==> src/hdl/c2pa_pkg.sv <==
`timescale 1ns / 1ps
// ----------------------------------------------------------------------------
// c2pa_pkg: shared types and constants for the pointing-angle converter
// Fixed-point formats, the CORDIC arc-tangent table and the sideband
// structures that travel alongside each word through the pipeline.
// ----------------------------------------------------------------------------
package c2pa_pkg;

  // Field widths of the stream words.
  localparam int COORD_BITS        = 16;
  localparam int ANGLE_FRAC_BITS   = 8;
  localparam int AZ_W              = 17;
  localparam int EL_W              = 16;
  localparam int CORDIC_STAGES_DEF = 16;

  // Coordinates are scaled up by 2^GUARD before the CORDIC.
  localparam int GUARD     = (COORD_BITS < 31) ? 31 - COORD_BITS : 0;
  localparam int SUM_BITS  = 2 * COORD_BITS;
  localparam int ROOT_BITS = COORD_BITS + GUARD;
  localparam int VEC_W     = ROOT_BITS + 3;

  // Angle accumulator in units of 2^-24 degree.
  localparam int ACC_FRAC    = 24;
  localparam int ACC_W       = 34;
  localparam int ROUND_SHIFT = ACC_FRAC - ANGLE_FRAC_BITS;
  localparam int ROUND_W     = ACC_W - ROUND_SHIFT;

  // Two CORDIC lanes run side by side.
  localparam int LANES   = 2;
  localparam int LANE_AZ = 0;
  localparam int LANE_EL = 1;

  // Square-root digits resolved per pipeline stage.
  localparam int SQRT_STEPS = 2;

  // Stream word widths, rounded up to whole bytes.
  localparam int IN_DATA_W  = ((3 * COORD_BITS + 7) / 8) * 8;
  localparam int OUT_DATA_W = ((AZ_W + EL_W + 7) / 8) * 8;
  localparam int OUT_PAD_W  = OUT_DATA_W - AZ_W - EL_W;

  typedef logic signed [COORD_BITS-1:0] coord_t;
  typedef logic signed [VEC_W-1:0]      vec_t;
  typedef logic signed [ACC_W-1:0]      acc_t;
  typedef logic signed [ROUND_W-1:0]    round_t;
  typedef logic signed [AZ_W-1:0]       az_t;
  typedef logic signed [EL_W-1:0]       el_t;

  typedef struct packed {
    logic xy_zero;
    logic all_zero;
  } flags_t;

  typedef struct packed {
    coord_t x;
    coord_t y;
    coord_t z;
    flags_t flags;
  } side_t;

  localparam acc_t   ACC_NINETY = acc_t'(90 * (2 ** ACC_FRAC));
  localparam acc_t   ACC_HALF   = acc_t'(2 ** (ROUND_SHIFT - 1));
  localparam round_t LIM180     = round_t'(180 * (2 ** ANGLE_FRAC_BITS));
  localparam round_t LIM90      = round_t'(90 * (2 ** ANGLE_FRAC_BITS));

  // atan(2^-i) in units of 2^-24 degree, rounded to nearest.
  function automatic acc_t atan_deg(input int idx);
    case (idx)
      0:       atan_deg = acc_t'(754974720);
      1:       atan_deg = acc_t'(445687602);
      2:       atan_deg = acc_t'(235489088);
      3:       atan_deg = acc_t'(119537938);
      4:       atan_deg = acc_t'(60000934);
      5:       atan_deg = acc_t'(30029717);
      6:       atan_deg = acc_t'(15018523);
      7:       atan_deg = acc_t'(7509720);
      8:       atan_deg = acc_t'(3754917);
      9:       atan_deg = acc_t'(1877466);
      10:      atan_deg = acc_t'(938734);
      11:      atan_deg = acc_t'(469367);
      12:      atan_deg = acc_t'(234684);
      13:      atan_deg = acc_t'(117342);
      14:      atan_deg = acc_t'(58671);
      15:      atan_deg = acc_t'(29335);
      16:      atan_deg = acc_t'(14668);
      17:      atan_deg = acc_t'(7334);
      18:      atan_deg = acc_t'(3667);
      19:      atan_deg = acc_t'(1833);
      20:      atan_deg = acc_t'(917);
      21:      atan_deg = acc_t'(458);
      22:      atan_deg = acc_t'(229);
      23:      atan_deg = acc_t'(115);
      24:      atan_deg = acc_t'(57);
      25:      atan_deg = acc_t'(29);
      26:      atan_deg = acc_t'(14);
      27:      atan_deg = acc_t'(7);
      28:      atan_deg = acc_t'(4);
      29:      atan_deg = acc_t'(2);
      30:      atan_deg = acc_t'(1);
      default: atan_deg = '0;
    endcase
  endfunction

endpackage

==> src/hdl/c2pa_isqrt.sv <==
`timescale 1ns / 1ps
// ----------------------------------------------------------------------------
// c2pa_isqrt: pipelined integer square root
// Returns floor(sqrt(sum * 2^(2*GUARD))) by the digit-by-digit method,
// resolving two root bits per register stage. A sideband travels with it.
// ----------------------------------------------------------------------------
module c2pa_isqrt (
  input  logic                             clk,
  input  logic                             rst,
  input  logic                             en,
  input  logic                             in_valid,
  input  logic [c2pa_pkg::SUM_BITS-1:0]    in_sum,
  input  c2pa_pkg::side_t                  in_side,
  output logic                             out_valid,
  output logic [c2pa_pkg::ROOT_BITS-1:0]   out_root,
  output c2pa_pkg::side_t                  out_side
);

  localparam int RB         = c2pa_pkg::ROOT_BITS;
  localparam int NUM_STAGES = (RB + c2pa_pkg::SQRT_STEPS - 1) / c2pa_pkg::SQRT_STEPS;
  localparam int REM_W      = RB + 1;
  localparam int PART_W     = RB + 3;

  typedef logic [RB-1:0]    root_t;
  typedef logic [REM_W-1:0] rem_t;

  // Index 0 is the input; index s+1 is the register after stage s.
  logic                            valid [NUM_STAGES+1];
  root_t                           q     [NUM_STAGES+1];
  rem_t                            rem   [NUM_STAGES+1];
  logic [c2pa_pkg::SUM_BITS-1:0]   sum   [NUM_STAGES+1];
  c2pa_pkg::side_t                 side  [NUM_STAGES+1];

  // Two bits of the scaled radicand, counted from the top pair down.
  // The low 2*GUARD bits of the scaled radicand are zero.
  function automatic logic [1:0] pair_at(input logic [c2pa_pkg::SUM_BITS-1:0] s,
                                         input int k);
    int pos;
    pos = RB - 1 - k;
    if (pos >= c2pa_pkg::GUARD) begin
      pair_at = s[2 * (pos - c2pa_pkg::GUARD) +: 2];
    end else begin
      pair_at = 2'b00;
    end
  endfunction

  assign valid[0] = in_valid;
  assign q[0]     = '0;
  assign rem[0]   = '0;
  assign sum[0]   = in_sum;
  assign side[0]  = in_side;

  for (genvar s = 0; s < NUM_STAGES; s++) begin : g_stage
    root_t q_w;
    rem_t  rem_w;

    // Resolve this stage's root digits: trial subtract against 4q+1.
    always_comb begin
      logic [PART_W-1:0] part;
      logic [PART_W-1:0] trial;
      logic [PART_W-1:0] diff;
      q_w   = q[s];
      rem_w = rem[s];
      part  = '0;
      trial = '0;
      diff  = '0;
      for (int j = 0; j < c2pa_pkg::SQRT_STEPS; j++) begin
        if (s * c2pa_pkg::SQRT_STEPS + j < RB) begin
          part  = {rem_w, pair_at(sum[s], s * c2pa_pkg::SQRT_STEPS + j)};
          trial = {1'b0, q_w, 2'b01};
          diff  = part - trial;
          if (part >= trial) begin
            rem_w = diff[REM_W-1:0];
            q_w   = {q_w[RB-2:0], 1'b1};
          end else begin
            rem_w = part[REM_W-1:0];
            q_w   = {q_w[RB-2:0], 1'b0};
          end
        end
      end
    end

    // Valid bit of the stage.
    always_ff @(posedge clk) begin
      if (rst) begin
        valid[s+1] <= 1'b0;
      end else if (en) begin
        valid[s+1] <= valid[s];
      end
    end

    // Payload of the stage.
    always_ff @(posedge clk) begin
      if (en) begin
        q[s+1]    <= q_w;
        rem[s+1]  <= rem_w;
        sum[s+1]  <= sum[s];
        side[s+1] <= side[s];
      end
    end
  end

  assign out_valid = valid[NUM_STAGES];
  assign out_root  = q[NUM_STAGES];
  assign out_side  = side[NUM_STAGES];

endmodule

==> config.mk <==
export PLATFORM = sky130hd
export DESIGN_NAME = c2pa_isqrt
export DESIGN_NICKNAME = d
export VERILOG_FILES = /design/src/hdl/c2pa_pkg.sv /design/src/hdl/c2pa_isqrt.sv
export SDC_FILE = /design/constraint.sdc
export NUM_CORES = 2
export LEC_CHECK = 0
export ABC_AREA = 1
export BUFFER_PORTS_ARGS = -buffer_cell sky130_fd_sc_hd__buf_2
export CAP_MARGIN = 15
export CORE_MARGIN = 2
export CORE_UTILIZATION = 36
export DETAILED_ROUTE_END_ITERATION = 6
export HOLD_SLACK_MARGIN = 0.08
export PLACE_DENSITY = 0.59
export SYNTH_ARGS = -nofsm -noshare
export SYNTH_HDL_FRONTEND = slang
export SYNTH_SLANG_ARGS = --single-unit
==> constraint.sdc <==
create_clock -name clk -period 5.46 [get_ports clk]
set_clock_uncertainty 0.1 [all_clocks]
set_input_delay 1.092 -clock clk [delete_from_list [all_inputs] [get_ports clk]]
set_output_delay 1.092 -clock clk [all_outputs]
set_load 0.01 [all_outputs]
# After elaboration in Yosys (flattened, before gate mapping)
# Cells that the tools add are included.
[word_totals]
reg_bits = 1679
input_bits = 86
out_inout_bits = 82
word_cells = 263
[classes]
n_addsub = 30
n_lt_le_gt_ge = 31
muxes = 61
[ops]
columns = ["operator", "count"]
rows = [
  ["$mux W32", 30],
  ["$ge A34 B10 Y1", 1],
  ["$ge A34 B11 Y1", 1],
  ["$ge A34 B12 Y1", 1],
  ["$ge A34 B13 Y1", 1],
  ["$ge A34 B14 Y1", 1],
  ["$ge A34 B15 Y1", 1],
  ["$ge A34 B16 Y1", 1],
  ["$ge A34 B17 Y1", 1],
  ["$ge A34 B18 Y1", 1],
  ["$ge A34 B19 Y1", 1],
  ["$ge A34 B20 Y1", 1],
  ["$ge A34 B21 Y1", 1],
  ["$ge A34 B22 Y1", 1],
  ["$ge A34 B23 Y1", 1],
  ["$ge A34 B24 Y1", 1],
  ["$ge A34 B25 Y1", 1],
  ["$ge A34 B26 Y1", 1],
  ["$ge A34 B27 Y1", 1],
  ["$ge A34 B28 Y1", 1],
  ["$ge A34 B29 Y1", 1],
  ["$ge A34 B3 Y1", 1],
  ["$ge A34 B30 Y1", 1],
  ["$ge A34 B31 Y1", 1],
  ["39 further kinds", 69],
]

# Longest topological paths before layout
[logic_depth]
depth_word = 4
mapped_depth = 35
ltp_nobuf = 32

# Worst setup path after synthesis
# No wires, ideal clock.
[synth_path]
path_kind = "reg2reg"
startpoint = "register rem[256] (netlist name)"
endpoint = "register rem[238] (netlist name) (data pin)"
setup_time_ps = 258
arrival_ps = 4471
required_time_ps = 5102
path_slack_ps = 631
stages_incl_launch_ff = 31
n_path_buf = 4
synth_period_minus_slack_ps = 4829
cell_sequence = "edfxtp_1 > ha_1 > fa_1 > nand3_1 > nand2_1 > nand2_1 > nand2_1 > nand3_1 > nand2_1 > inv_1 > nand2_1 > buf_2 > buf_2 > inv_1 > buf_2 > nand2_1 > o21ai_0 > ha_1 > a21oi_1 > nor2_1 > a211oi_1 > o21ai_0 > a21oi_1 > nand3_2 > nor2_2 > inv_1 > nor2_4 > nand2_1 > inv_2 > buf_4 > o21ai_1"
[synth_via]
elab_chain_len = 4
elab_cells_between_ends = 7
cone_classes = "add/sub: 2; order compare: 2; mux: 3"
[synth_lines]
columns = ["item", "line", "rtl"]
rows = [
  ["start: declaration", "c2pa_isqrt.sv:30", "rem_t rem [NUM_STAGES+1];"],
  ["start signal: indexed assignment", "c2pa_isqrt.sv:96", "rem[s+1] <= rem_w;"],
  ["$ge A34 B18 Y1 *", "c2pa_isqrt.sv:72", "if (part >= trial) begin"],
  ["$mux W32 *", "c2pa_isqrt.sv:72", ""],
  ["named net g_stage[8].$6.part[2]", "c2pa_isqrt.sv:59", "logic [PART_W-1:0] part;"],
  ["$sub A32 B19 Y32 or $ge A34 B19 Y1 (tied branches)", "c2pa_isqrt.sv:71, c2pa_isqrt.sv:72", ""],
  ["$mux W32 *", "c2pa_isqrt.sv:72", ""],
  ["named net g_stage[8].rem_w[14]", "c2pa_isqrt.sv:55", "rem_t rem_w;"],
]
# Mark *: on every way through the listed nets, which the timed path passes. The rest lies on a longest branch.
# A chain may end at the register's enable or synchronous reset.

# Worst setup path in the final report
[layout_path]
startpoint = "register rem[128] (netlist name)"
endpoint = "register rem[116] (netlist name) (data pin)"
[layout_via]
elab_chain_len = 4
elab_cells_between_ends = 7
cone_classes = "add/sub: 2; order compare: 2; mux: 3"
[layout_lines]
columns = ["item", "line"]
rows = [
  ["$sub A32 B26 Y32 or $ge A34 B26 Y1 (tied branches)", "c2pa_isqrt.sv:71, c2pa_isqrt.sv:72"],
  ["$mux W32 or $mux W1 (tied branches)", "c2pa_isqrt.sv:72"],
  ["$sub A32 B27 Y32 or $ge A34 B27 Y1 (tied branches)", "c2pa_isqrt.sv:71, c2pa_isqrt.sv:72"],
  ["$mux W32 *", "c2pa_isqrt.sv:72"],
  ["named net g_stage[12].rem_w[20]", "c2pa_isqrt.sv:55"],
]
# Marked as above.

==> metrics <==
CTS buffer count=190; core area=267000 sq um; Critical Path AT=5.59 ns; Die Width=522 microns; WL final=259 mm; # DRC=0; most frequent cells after synthesis=nand2_1 (2990), edfxtp_1 (1633), inv_1 (1336), nor2_1 (1053), nand3_1 (662); Max-slew headroom=38.7%; Max Freq=195 MHz; Hold Crit Class=flip-flop to flip-flop; Worst Setup Start Kind=flip-flop; antenna-violating nets left=0; RR Startpoint=rem[128]; GPL Wtd Cong=0.955; CTS tree=yes; Yosys warning count=0; total grt overflow=0; largest net degree at the start of global routing=118; CP Data Required Time=5.93 ns; number of I/O pins=168; number of H-tree levels=4; maximum VDD drop=0.251 mV; maxcap violations=0; DR WL/cell=17.3 microns; Hold Vio Cnt, Final=0; GRT Total Usage=18.6%; share of cells above drive strength 1=8.46%; Yosys top cell by area=edfxtp_1; Reg2Reg Setup Slack=0.34 ns; synthesized area per cell=8.84 sq um; Final Max Slew Viols=0; Setup-failing EPs final=0; PD cells=462 nW/um^2; hold_sp=side[521]; first-pass GRT wire length=400 mm; # clock sinks=1649; 1st-iter DRT viols=5806; Yosys top cell area share=50.9%; RSZ-0062 raised after global routing=no; outcome=finished clean; Tightest Pin Transition=0.917 ns; I/O Buffers=167; synthesis-to-finish area growth=12.7%; flop and latch count out of synthesis=1649; hold_buf cts=0; number of synthesized flops with an enable pin=1633; First-pass DRT Iterations=6; Placement Rows=190; cell area after synthesis=96400 sq um; post-synthesis async set-or-reset flop share=0%; clock tree buffer depth=4; number of global-route vias before repair=70602; cell with the most instances after synthesis=nand2_1; Clock Latency Late Sink=0.86 ns; Synth Instances=10909; hpwl dp=205 mm; Avg Vias per Cell=4.91; die footprint=272000 sq um; Leakage=45.8 nW; Synth cell types=70; Worst Path Max Fanout=8; Final period util=93.8%; clock root buffer=clkbuf_16; pre-CTS WS=0.0939 ns; routed vias=73601; setup slack after layout=0.341 ns; crit path from=rem[128]; Crit Path Class=flip-flop to flip-flop; crit path capture type=flip-flop; top post-synthesis cells by area=edfxtp_1 (51%), nand2_1 (12%), ha_1 (6.3%); initial core utilization=36.1%; Tmin final=5.12 ns; initial antenna violation count=4; Seq/Total Area, Yosys=51.2%; Nets=11874; clock-pin slew on the worst setup and hold paths=0.06 ns; setup tns final=0 ns; die height=522 microns; top_reg_cell synth=edfxtp_1
==> where the power goes <==
part           leakage [nW]  internal (mW)  switching (mW)
sequential             15.8           16.3            1.23
combinational          27.0           6.87            13.1
clock                  3.03           7.64            5.15
==> path summary, 6_finish.rpt <==
| path | endpoint | depth (start not counted) |
|---|---|---|
| worst min register to register | side[471] | 0 |
| worst max register to register | rem[116] | 25 |
| worst max-delay path | rem[116] | 25 |
| worst min-delay path | side[471] | 0 |
==> timing repair <==
| item | in CTS | in global routing |
|---|---|---|
| setup endpoints to repair | 0 | 142 |
| setup buffers | 0 | 12 |
| resized for setup | 0 | 49 |
==> critical path, cell delays in order (launching register included) <==
cell	delay (ns)
edfxtp_1	0.46
ha_1	0.27
fa_1	0.41
nand3_1	0.10
nand2_1	0.11
nand2_1	0.08
o211ai_1	0.17
nand2_1	0.11
nand2_1	0.12
nand2_1	0.19
nand2_4	0.08
buf_4	0.20
or2_2	0.29
o21ai_0	0.07
inv_1	0.07
ha_1	0.35
a21oi_1	0.14
nand2_1	0.16
a21oi_2	0.26
o21ai_0	0.15
a31oi_1	0.34
o21ai_1	0.19
a21oi_1	0.24
xnor2_1	0.09
nand2_1	0.06
nand2_1	0.05
==> metrics by stage <==
step	total power, mW	hold slack [ns]	cell area (sq um)	util (%)	std cells
final	50.2	0.262	109000	40.7	14986
after global routing	53.8	0.254	109000	40.7	14986
after CTS	50.5	0.221	108000	40.6	14970
after detailed placement	37.4	0.305	102000	38.2	14635
after global placement	37.4	0.300	102000	38.2	14635
after floorplan	31.1	0.300	96400	-	10910
==> kinds of logic after synthesis <==
| kind of cell | after synthesis | share of synthesized area [%] |
|---|---|---|
| xor gates and xnor gates | 425 | 3.87 |
| DFF | 1649 | 51.2 |
| other | 1 | 0.00389 |
| adders and majority gates | 498 | 6.54 |
| and+or+nand+nor | 5369 | 23.7 |
| buffers and inverters | 1558 | 6.61 |
| AOI/OAI and AO/OA | 1408 | 8.05 |
| muxes | 1 | 0.0104 |
==> metal layers <==
metal | routed length [microns] | global-route usage [%] | share of wire, %
met4 | 7840 | 5.59 | 3.0
met1 | 117000 | 24.6 | 45
met2 | 124000 | 32.0 | 48
met5 | 0 | 0 | 0
met3 | 10500 | 1.98 | 4.0
==> final cells by class <==
class	count	area, sq um
timing repair inverter	1	5.00
multi-input combinational	7704	40800
clock buffer	218	4890
clock inverter	117	1390
sequential	1649	49400
antenna	1	2.50
fill	26911	159000
timing repair buffer	374	2650
tap	3552	4440
inverter	1370	5160
==> cell usage in the layout, fill, tap and decap left out, drive strengths merged, types with 7 or more instances in the layout <==
| master | instances |
|---|---|
| a211oi | 8 |
| nand4 | 249 |
| nand3b | 32 |
| nand3 | 701 |
| o21ai | 576 |
| fa | 10 |
| ha | 488 |
| xor2 | 233 |
| o211ai | 22 |
| a31oi | 25 |
| a21boi | 23 |
| or2 | 42 |
| inv | 1376 |
| o21a | 27 |
| clkinvlp | 18 |
| edfxtp | 1633 |
| xnor2 | 192 |
| a21oi | 616 |
| a21o | 49 |
| nor4 | 26 |
| dfxtp | 16 |
| bufinv | 25 |
| nand2 | 3046 |
| and3 | 8 |
| nor2 | 1110 |
| nor3 | 147 |
| o2111ai | 7 |
| o21bai | 44 |
| clkinv | 69 |
| clkbuf | 218 |
| buf | 374 |
==> flip-flops by register name (all words and copies together), names as in the netlist <==
name	count
out_side	50
q	210
side	750
g_stage.$6.trial	30
out_valid	1
out_root	31
g_stage.$6.part	45
rem	419
valid	15
sum	98
(Power assumes the default switching activity.)
